## config.mk

```make
export PLATFORM = sky130hd
export DESIGN_NAME = median_filtered_position_drive
export DESIGN_NICKNAME = d
export VERILOG_FILES = /design/src/hdl/mfpd_pkg.sv /design/src/hdl/mfpd_cfg.sv /design/src/hdl/mfpd_sort.sv /design/src/hdl/median_filtered_position_drive.sv
export SDC_FILE = /design/constraint.sdc
export NUM_CORES = 1
export LEC_CHECK = 0
export CAP_MARGIN = 15
export CORE_MARGIN = 2
export CORE_UTILIZATION = 40
export DETAILED_ROUTE_END_ITERATION = 10
export DONT_BUFFER_PORTS = 1
export SLEW_MARGIN = 5
export SYNTH_ARGS = -nofsm -noshare
export SYNTH_HDL_FRONTEND = slang
export SYNTH_SLANG_ARGS = --single-unit
```

## constraint.sdc

```tcl
create_clock -name clk -period 9.7 [get_ports clk]
set_input_delay 0.97 -clock clk [delete_from_list [all_inputs] [get_ports clk]]
set_output_delay 0.97 -clock clk [all_outputs]
set_load 0.005 [all_outputs]
```

## src/hdl/mfpd_pkg.sv

```systemverilog
// Shared types and constants for the median-filtered position drive.
`default_nettype none
package mfpd_pkg;

	localparam int TGT_W      = 10;
	localparam int THR_W      = 10;
	localparam int DUTY_W     = 8;
	localparam int JOG_W      = 16;
	localparam int DIR_W      = 2;
	localparam int CFG_IDX_W  = 3;
	localparam int CFG_DATA_W = 10;

	localparam logic [DIR_W-1:0] DIR_NONE = 2'd0;
	localparam logic [DIR_W-1:0] DIR_CW   = 2'd1;
	localparam logic [DIR_W-1:0] DIR_CCW  = 2'd2;

	localparam logic [CFG_IDX_W-1:0] CFG_HYSTERESIS = 3'd0;
	localparam logic [CFG_IDX_W-1:0] CFG_FAR_THR    = 3'd1;
	localparam logic [CFG_IDX_W-1:0] CFG_NEAR_THR   = 3'd2;
	localparam logic [CFG_IDX_W-1:0] CFG_FULL_DUTY  = 3'd3;
	localparam logic [CFG_IDX_W-1:0] CFG_SLOW_DUTY  = 3'd4;

	localparam logic OP_SAMPLE = 1'b0;
	localparam logic OP_JOG    = 1'b1;

	typedef struct packed {
		logic [THR_W-1:0]  hysteresis;
		logic [THR_W-1:0]  far_threshold;
		logic [THR_W-1:0]  near_threshold;
		logic [DUTY_W-1:0] full_duty;
		logic [DUTY_W-1:0] slow_duty;
	} cfg_t;

endpackage
`default_nettype wire

```

## src/hdl/mfpd_cfg.sv

```systemverilog
// Configuration register file for the position drive thresholds and duties.
`default_nettype none
module mfpd_cfg
	import mfpd_pkg::*;
(
	input  wire logic                  clk,
	input  wire logic                  arst_n,
	input  wire logic                  cfg_valid,
	output logic                       cfg_ready,
	input  wire logic [CFG_IDX_W-1:0]  cfg_index,
	input  wire logic [CFG_DATA_W-1:0] cfg_data,
	output cfg_t                       cfg
);

	cfg_t cfg_q;

	assign cfg_ready = 1'b1;
	assign cfg       = cfg_q;

	always_ff @(posedge clk or negedge arst_n) begin
		if (!arst_n) begin
			cfg_q.hysteresis     <= THR_W'(1);
			cfg_q.far_threshold  <= THR_W'(15);
			cfg_q.near_threshold <= THR_W'(1);
			cfg_q.full_duty      <= DUTY_W'(255);
			cfg_q.slow_duty      <= DUTY_W'(150);
		end else if (cfg_valid && cfg_ready) begin
			case (cfg_index)
				CFG_HYSTERESIS: cfg_q.hysteresis     <= cfg_data[THR_W-1:0];
				CFG_FAR_THR:    cfg_q.far_threshold  <= cfg_data[THR_W-1:0];
				CFG_NEAR_THR:   cfg_q.near_threshold <= cfg_data[THR_W-1:0];
				CFG_FULL_DUTY:  cfg_q.full_duty      <= cfg_data[DUTY_W-1:0];
				CFG_SLOW_DUTY:  cfg_q.slow_duty      <= cfg_data[DUTY_W-1:0];
				default: ;
			endcase
		end
	end

endmodule
`default_nettype wire

```

## src/hdl/mfpd_sort.sv

```systemverilog
// Window memory with sorted insertion and median readout.
`default_nettype none
module mfpd_sort
	import mfpd_pkg::*;
#(
	parameter int WINDOW      = 10,
	parameter int SAMPLE_BITS = 10
) (
	input  wire logic                   clk,
	input  wire logic                   arst_n,
	input  wire logic                   start,
	input  wire logic [SAMPLE_BITS-1:0] sample,
	output logic                        busy,
	output logic                        med_valid,
	input  wire logic                   med_take,
	output logic [SAMPLE_BITS-1:0]      med
);

	localparam int AW = $clog2(WINDOW);
	localparam logic [AW-1:0] MID  = AW'(WINDOW / 2);
	localparam logic [AW-1:0] LAST = AW'(WINDOW - 1);

	typedef enum logic [2:0] {
		ST_IDLE,
		ST_CMP,
		ST_PLACE,
		ST_MEDR,
		ST_MEDV
	} state_t;

	state_t state_q, state_d;
	logic [AW-1:0] j_q, j_d;
	logic [AW-1:0] fill_q, fill_d;
	logic [SAMPLE_BITS-1:0] v_q, v_d;

	logic [SAMPLE_BITS-1:0] mem_q [WINDOW];
	logic [SAMPLE_BITS-1:0] rdata_q;
	logic we, re, finish;
	logic [AW-1:0] wa, ra;
	logic [SAMPLE_BITS-1:0] wd;

	always_ff @(posedge clk) begin
		if (we) begin
			mem_q[wa] <= wd;
		end
		if (re) begin
			rdata_q <= mem_q[ra];
		end
	end

	always_comb begin
		state_d = state_q;
		j_d     = j_q;
		fill_d  = fill_q;
		v_d     = v_q;
		we      = 1'b0;
		wa      = j_q;
		wd      = v_q;
		re      = 1'b0;
		ra      = j_q - AW'(1);
		finish  = 1'b0;
		case (state_q)
			ST_IDLE: begin
				if (start) begin
					v_d = sample;
					j_d = fill_q;
					if (fill_q == '0) begin
						we     = 1'b1;
						wa     = '0;
						wd     = sample;
						finish = 1'b1;
					end else begin
						re      = 1'b1;
						ra      = fill_q - AW'(1);
						state_d = ST_CMP;
					end
				end
			end
			ST_CMP: begin
				we = 1'b1;
				wa = j_q;
				if (rdata_q > v_q) begin
					wd  = rdata_q;
					j_d = j_q - AW'(1);
					if (j_q == AW'(1)) begin
						state_d = ST_PLACE;
					end else begin
						re = 1'b1;
						ra = j_q - AW'(2);
					end
				end else begin
					wd     = v_q;
					finish = 1'b1;
				end
			end
			ST_PLACE: begin
				we     = 1'b1;
				wa     = '0;
				wd     = v_q;
				finish = 1'b1;
			end
			ST_MEDR: begin
				re      = 1'b1;
				ra      = MID;
				state_d = ST_MEDV;
			end
			ST_MEDV: begin
				if (med_take) begin
					state_d = ST_IDLE;
				end
			end
			default: state_d = ST_IDLE;
		endcase
		if (finish) begin
			if (fill_q == LAST) begin
				fill_d  = '0;
				state_d = ST_MEDR;
			end else begin
				fill_d  = fill_q + AW'(1);
				state_d = ST_IDLE;
			end
		end
	end

	always_ff @(posedge clk or negedge arst_n) begin
		if (!arst_n) begin
			state_q <= ST_IDLE;
			fill_q  <= '0;
			j_q     <= '0;
			v_q     <= '0;
		end else begin
			state_q <= state_d;
			fill_q  <= fill_d;
			j_q     <= j_d;
			v_q     <= v_d;
		end
	end

	assign busy      = (state_q != ST_IDLE);
	assign med_valid = (state_q == ST_MEDV);
	assign med       = rdata_q;

endmodule
`default_nettype wire

```

## src/hdl/median_filtered_position_drive.sv

```systemverilog
// Median-filtered bang-bang position drive, top level.
// The first sample of a window is written straight into the memory; a later sample is compared with
// the stored entries from the top down, each larger one shifted up a place, and is then written in.
// After the window's last sample the median is read (ST_MEDR, ST_MEDV) before the result register
// loads; a result that waits under stall holds the input off until it is taken.
// Reset clears control state, the fill count, held direction and jog count, not the memory.
`default_nettype none
module median_filtered_position_drive
	import mfpd_pkg::*;
#(
	parameter int WINDOW      = 10,
	parameter int SAMPLE_BITS = 10
) (
	input  wire logic                   clk,
	input  wire logic                   arst_n,
	input  wire logic                   item_valid,
	output logic                        item_stall,
	input  wire logic                   op,
	input  wire logic [SAMPLE_BITS-1:0] sample,
	input  wire logic [TGT_W-1:0]       target,
	input  wire logic signed [JOG_W-1:0] jog_count,
	output logic                        result_valid,
	input  wire logic                   result_stall,
	output logic [DIR_W-1:0]            direction,
	output logic [DUTY_W-1:0]           duty,
	output logic [SAMPLE_BITS-1:0]      position,
	input  wire logic                   cfg_valid,
	output logic                        cfg_ready,
	input  wire logic [CFG_IDX_W-1:0]   cfg_index,
	input  wire logic [CFG_DATA_W-1:0]  cfg_data
);

	localparam int EW = ((SAMPLE_BITS > TGT_W) ? SAMPLE_BITS : TGT_W) + 2;

	cfg_t cfg;
	logic busy, med_valid, med_take, accept, start;
	logic [SAMPLE_BITS-1:0] med;

	logic [TGT_W-1:0]        tgt_q;
	logic signed [JOG_W-1:0] jog_q, jog_d;
	logic [DIR_W-1:0]        held_q, held_d;
	logic [DUTY_W-1:0]       duty_d;
	logic                    out_valid_q;
	logic [DIR_W-1:0]        dir_q;
	logic [DUTY_W-1:0]       duty_q;
	logic [SAMPLE_BITS-1:0]  pos_q;

	logic [EW-1:0] p_e, t_e, h_e, mag;

	mfpd_cfg u_cfg (
		.clk       (clk),
		.arst_n    (arst_n),
		.cfg_valid (cfg_valid),
		.cfg_ready (cfg_ready),
		.cfg_index (cfg_index),
		.cfg_data  (cfg_data),
		.cfg       (cfg)
	);

	mfpd_sort #(
		.WINDOW      (WINDOW),
		.SAMPLE_BITS (SAMPLE_BITS)
	) u_sort (
		.clk       (clk),
		.arst_n    (arst_n),
		.start     (start),
		.sample    (sample),
		.busy      (busy),
		.med_valid (med_valid),
		.med_take  (med_take),
		.med       (med)
	);

	assign item_stall = busy;
	assign accept     = item_valid && !item_stall;
	assign start      = accept && (op == OP_SAMPLE);
	assign med_take   = med_valid && (!out_valid_q || !result_stall);

	always_comb begin
		p_e    = EW'(med);
		t_e    = EW'(tgt_q);
		h_e    = EW'(cfg.hysteresis);
		mag    = (p_e >= t_e) ? (p_e - t_e) : (t_e - p_e);
		held_d = held_q;
		jog_d  = jog_q;
		duty_d = '0;
		if (jog_q > 0) begin
			held_d = DIR_CW;
			duty_d = cfg.full_duty;
			jog_d  = jog_q - JOG_W'(1);
		end else if (jog_q < 0) begin
			held_d = DIR_CCW;
			duty_d = cfg.full_duty;
			jog_d  = jog_q + JOG_W'(1);
		end else begin
			if ((p_e + h_e) < t_e) begin
				held_d = DIR_CW;
			end else if (p_e > (t_e + h_e)) begin
				held_d = DIR_CCW;
			end
			if (mag > EW'(cfg.far_threshold)) begin
				duty_d = cfg.full_duty;
			end else if (mag > EW'(cfg.near_threshold)) begin
				duty_d = cfg.slow_duty;
			end
		end
	end

	always_ff @(posedge clk or negedge arst_n) begin
		if (!arst_n) begin
			jog_q       <= '0;
			held_q      <= DIR_NONE;
			out_valid_q <= 1'b0;
		end else begin
			if (accept && (op == OP_JOG)) begin
				jog_q <= jog_count;
			end
			if (med_take) begin
				jog_q       <= jog_d;
				held_q      <= held_d;
				out_valid_q <= 1'b1;
			end else if (!result_stall) begin
				out_valid_q <= 1'b0;
			end
		end
	end

	always_ff @(posedge clk) begin
		if (start) begin
			tgt_q <= target;
		end
		if (med_take) begin
			dir_q  <= held_d;
			duty_q <= duty_d;
			pos_q  <= med;
		end
	end

	assign result_valid = out_valid_q;
	assign direction    = dir_q;
	assign duty         = duty_q;
	assign position     = pos_q;

endmodule
`default_nettype wire
```

---- Word level (Yosys, flattened, before mapping) ----
Memory sizes are Yosys's and may differ from the RTL's. A register that Yosys moved wholly into a read port is not among the register bits.
Index checks and enable logic that the tools add are counted.
cells by class
  add/sub/neg operators ................... 10
  reduce and logical (&&, ||, !) cells .... 24
  magnitude comparators ................... 8
  bitwise operators ....................... 1
  eq/ne operators ......................... 20
  mux-type cells .......................... 51
operator list
  kind                     number
  $mux W16                 4
  $mux W4                  9
  $mux W8                  4
  $mux W10                 3
  $gt A12 B10 Y1           2
  $add A10 B10 Y11         2
  $sub A10 B10 Y11         2
  $pmux W10 S2             1
  $mux W3                  6
  $add A16 B2 Y16 const B  1
  $gt A16 B1 Y1 const B    1
  $lt A16 B1 Y1 const B    1
  $pmux W4 S2              2
  $sub A16 B2 Y16 const B  1
  $pmux W3 S5              1
  $reduce_and A2 Y1        7
  $eq A3 B2 Y1 const B     4
  $mux W12                 1
  $ne A3 B1 Y1 const B     4
  $pmux W4 S3              1
  $gt A10 B11 Y1           1
  $lt A11 B10 Y1           1
  $mux W1                  11
  $ge A10 B10 Y1           1
  25 further kinds         43
storage, ports and cells
  bits in registers ....................... 116
  bits of input ports ..................... 55
  logic and storage cells ................. 131
  memories ................................ 1
  RAM bits ................................ 100
memory list
  name          words  width  rd ports  clocked after Yosys merged registers in  wr ports  line             source
  u_sort.mem_q  10     10     1         1                                        1         mfpd_sort.sv:36  logic [SAMPLE_BITS-1:0] mem_q [WINDOW];

---- Longest topological paths before layout ----
  depth in word-level cells ............... 8
  mapped depth ............................ 20
  mapped depth without buffers ............ 20

---- By module ----
Synthesis repeated with hierarchy kept, for this count alone.
second synthesis, totals
  cell total of the unflattened synthesis .. 1212
  area, all modules ....................... 13306.5 sq um
by module, submodules not included
  module                          times used  area an instance (sq um)  seq. area each (sq um)  cells an instance
  mfpd_sort                       1           6133.4                    3828.7                  513
  median_filtered_position_drive  1           5252.5                    1376.3                  596
  mfpd_cfg                        1           1920.6                    1173.6                  103

---- Least setup slack after synthesis ----
OpenSTA, ideal clock, no wires.
  kind .................................... reg-to-reg
  start point ............................. register u_sort.rdata_q[7], in the netlist u_sort.med[7], read port of u_sort.mem_q
  end point ............................... register duty_q[0], in the netlist duty[0] (data pin)
  stages on the path, launching flop included .. 20
  library setup time ...................... 0.266 ns
  buffers on the path ..................... 2
  required time ........................... 9.434 ns
  arrival time ............................ 3.905 ns
  path slack .............................. 5.529 ns
  path through ............................ edfxtp_1 > inv_1 > ha_1 > buf_2 > and4_1 > a41oi_2 > o21ai_2 > a21oi_2 > buf_6 > mux2_1 > a221oi_2 > o21ai_1 > a311oi_1 > a21oi_1 > ha_1 > nand4_1 > o32ai_1 > o21ai_0 > nor2_4 > mux2i_1
between the ends
  longest elaborated chain between the ends .. 7
  elaborated cells between the ends (all ways) .. 10
  those cells by class .................... 2 x add/sub; 3 x order compare; 5 x mux
RTL lines
  item                                                       line                                   source
  from (decl)                                                mfpd_sort.sv:37                        logic [SAMPLE_BITS-1:0] rdata_q;
  $sub A10 B10 Y11 / $ge A10 B10 Y1 (equally long branches)  median_filtered_position_drive.sv:83   mag = (p_e >= t_e) ? (p_e - t_e) : (t_e - p_e);
  $mux W12 (*)                                               median_filtered_position_drive.sv:83
  $gt A12 B10 Y1                                             median_filtered_position_drive.sv:103  end else if (mag > EW'(cfg.near_threshold)) begin
  $mux W8                                                    median_filtered_position_drive.sv:103
  $mux W8 (*)                                                median_filtered_position_drive.sv:101  if (mag > EW'(cfg.far_threshold)) begin
  $mux W8 (*)                                                median_filtered_position_drive.sv:91   end else if (jog_q < 0) begin
  $mux W8 (*)                                                median_filtered_position_drive.sv:87   if (jog_q > 0) begin
  via duty_d[0]                                              median_filtered_position_drive.sv:42   logic [DUTY_W-1:0] duty_d;
  to (signal assigned)                                       median_filtered_position_drive.sv:134  duty_q <= duty_d;
  to (decl)                                                  median_filtered_position_drive.sv:45   logic [DUTY_W-1:0] duty_q;
The timed path passes the listed nets; every way through them passes the cells marked *.
A chain may end at the register's enable or synchronous reset.

---- Worst setup path after layout ----
  start point ............................. register u_sort.rdata_q[7], in the netlist u_sort.med[7], read port of u_sort.mem_q
  end point ............................... register duty_q[7], in the netlist duty[7] (data pin)
Same word-level chain as after synthesis.

==> summary.md <==
| Metric | Value |
|---|---|
| Fin crit share | `0.518` |
| Crit path time final | `~5 ns` |
| Clock Power Share | `0.179` |
| Yosys warns | `0` |
| Placed Area | `~0.014 mm2` |
| Final Core Density | `0.447` |
| H-tree Lvls | `1` |
| Synth Flop Type | `edfxtp_1` |
| Share of layout cells above drive strength 1 | `0.115` |
| Sw Pwr | `2390 uW` |
| CP Max Fanout | `11` |
| Hold buffers post-CTS | `0` |
| Multi-input gate area | `0.00612 mm2` |
| Fillers | `3,030` |
| Port buffer count | `0` |
| Resize count post-CTS | `0` |
| Total grt overflow | `0` |
| DR WL/cell | `between 15 and 20 um` |
| Fin cells | `1,630` |
| Unrepaired setup endpoints after global routing | `false` |
| Die Height | `185 um` |
| Yosys cell types | `77` |
| Layout area overhead | `10.7%` |
| 1st-iter DRT viols | `470` |
| Slew margin rel. | `0.294` |
| PwrDens | `398 mW/mm2` |
| Combinational share of power | `0.537` |
| Worst setup EP type | `flop` |
| Final Routed Wirelength | `29,900 um` |
| Least-Margin Pin Slew | `1.06 ns` |
| Row count | `66` |
| Post-CTS Setup Repair Bufs | `0` |
| Commonest non-fill, non-tap cells in the layout | `140 x edfxtp_1, 112 x ha_1, 102 x inv_1` |
| R2R Path Start | `u_sort.med[7]` |
| Reg-to-reg setup timing slack | `between 4 and 5 ns` |
| DRC viols | `0` |
| Routed vias/inst | `5.39` |
| Startpoint Class | `flop` |
| Nets | `1,338` |
| CTS clk-pin slew, worst paths | `0.07 ns` |
| Vias in the first global route | `8,660` |
| CTS tree | `built` |
| Antenna Nets Post-Route | `0` |
| Total number of vias | `8,793` |
| Starting density of the core | `0.404` |
| Commonest non-fill, non-tap cell in the layout | `edfxtp_1` |
| Seq/Total Area, Yosys | `0.488` |
| Mapped Area | `roughly 0.013 mm2` |
| Antenna violations before repair | `2` |
| Mapped Nets | `1,336` |
| # Max-Cap Violations | `0` |
| R2r worst-path depth | `18` |
| DR pass1 iterations | `6` |
| Post-synth EDFFs | `140` |
| Sw Ratio | `0.415` |
| Final Hold Vio Count | `0` |
| Status | `completed` |
| First-pass GRT wire length | `47,400 um` |
| Asr flop ratio synth | `0.381` |
| GPL Wtd Cong | `between 0.8 and 0.9` |
| Design area | `0.0145 mm2` |
| Crit path kind | `flop to flop` |
| Final setup fails | `0` |
| Placed insts | `approximately 1,600` |
| Worst Skew | `0.0189 ns` |
| Leak pwr | `0.00609 uW` |
| Syn Area/Cell | `11.2 um2` |
| Crit. Startpoint | `u_sort.med[7]` |
| Pint | `3360 uW` |
| Required @ worst endpoint | `about 10 ns` |
| Reg2Reg Capture Point | `duty[7]` |
| Final Max Slew Viols | `0` |
| CTS root buffer | `clkbuf_16` |
| Largest net degree at the start of global routing | `87` |
| Worst path arrival time | `5.41 ns` |
| Die W | `185 um` |
| Final TNS setup | `0 ns` |
| Number of CTS-inserted buffers | `26` |
| Die area | `0.0341 mm2` |
| IO Pins | `78` |
| Reg power frac | `0.284` |
| Clk sinks | `226` |
| Clk buf depth | `3` |
| HPWL after DPL | `~22,000 um` |
| Area of the core | `0.0324 mm2` |
| Cell count after synthesis | `1,164` |
| Worst Hold Class | `primary input to async pin` |
| Gr usage total | `0.177` |
| Upper clock frequency limit | `0.199 GHz` |
| Latest clock arrival within the worst-skew pair | `between 0.5 and 0.6 ns` |
| VDD IR max | `between 0.0002 and 0.00025 V` |
| Yosys reg bits | `roughly 230` |
| Register area | `0.00638 mm2` |
-- per-stage QoR --
stage	hold WS, ns	power [uW]	setup slack, ns
3_3_place_gp	0.495	4680	4.87
4_1_cts	0.0868	5800	4.67
2_1_floorplan	0.471	4040	5.53
5_1_grt	0.0913	6250	4.24
3_5_place_dp	0.496	4740	4.70
6_report	0.120	5760	4.68
-- power by group through the flow --
stage,Combinational [uW],Clock (uW),Sequential (uW)
after CTS,3110,1060,1630
final,3090,1030,1630
after detailed placement,3090,0,1650
after floorplan,2480,0,1560
after global routing,3490,1100,1670
after global placement,3030,0,1640
-- layout make-up --
class,instances,share of cell area
clock inverter,13,0.0137
antenna,2,0.000346
tap,442,0.0382
multi-input combinational,793,0.423
timing repair buffer,17,0.00865
inverter,102,0.0265
clock buffer,35,0.0487
sequential,226,0.441
-- registers in the layout, indices dropped and copies added (netlist names) --
register        count
position           10
u_sort.med         10
result_valid        1
u_sort.mem_q      100
held_q              2
jog_q              16
u_sort.state_q      3
u_sort.fill_q       4
duty                8
u_sort.j_q          4
direction           2
u_sort.v_q         10
tgt_q              10
u_cfg.cfg          46
-- synth_stat cells, drive strengths merged, types with 3 or more instances --
library cell	instances	area, um2
edfxtp	140	4200
ha	112	1400
inv	102	383
nand2	97	367
mux2i	88	881
o21ai	82	414
dfrtp	68	1700
a21oi	65	329
nor2	46	180
mux2	41	462
a21o	30	225
clkbuf	25	97.6
xnor2	21	184
buf	18	134
dfstp	18	473
nor2b	18	113
nor3	18	95.1
o21bai	13	97.6
xor2	13	114
nand3	12	60.1
a211oi	11	92.6
a222oi	11	110
nand2b	10	62.6
o21a	9	67.6
a31oi	8	50.1
nor4	6	37.5
or2	6	37.5
a221oi	5	50.0
and3	5	31.3
and4	5	43.8
fa	5	100
nand4	5	31.3
a22oi	4	30.0
and2	4	25.0
nor3b	3	22.5
o22ai	3	18.8
o31ai	3	22.5
o32ai	3	26.3
-- logic make-up after synthesis --
family	count (synthesis)	synth area share
other	1	0.000287
multiplexers	129	0.103
buffers and inverters	145	0.0470
XOR/XNOR	34	0.0228
AO/OA/AOI/OAI	269	0.135
flip-flops	226	0.488
AND/OR/NAND/NOR	243	0.0894
adder cells (fa/ha/maj)	117	0.115
-- critical path, stage by stage, from the launching register on --
cell and delay [ns]:
edfxtp_1 0.51, inv_1 0.08, ha_1 0.43, and4_1 0.29, a41oi_2 0.29, o21ai_2 0.11, a21oi_2 0.51, mux2_1 0.39
a221oi_2 0.20, o21ai_1 0.15, a311oi_1 0.30, a21oi_1 0.12, ha_1 0.32, nand3_1 0.08, nor2_1 0.14, a221oi_1 0.11
a31oi_1 0.54, nand2_1 0.11, mux2i_1 0.17
-- metal layers --
layer	vias up	GRT usage	part of all wire
met5	-	0	0
met4	0	0.0711	0.040
met3	50	0.0293	0.041
met2	166	0.303	0.48
met1	4333	0.222	0.44
li1	4244	-	-
-- how the worst max path moves through the flow --
stage | end | slack (ns) | cells after the start
floorplan | duty[0] | 5.53 | 19
detailed placement | duty[7] | 4.70 | 18
CTS | duty[7] | 4.67 | 18
global route | duty[7] | 4.24 | 17
global placement | duty[3] | 4.87 | 18
finish | duty[7] | 4.68 | 18
Power figures use the tool's default switching activity.
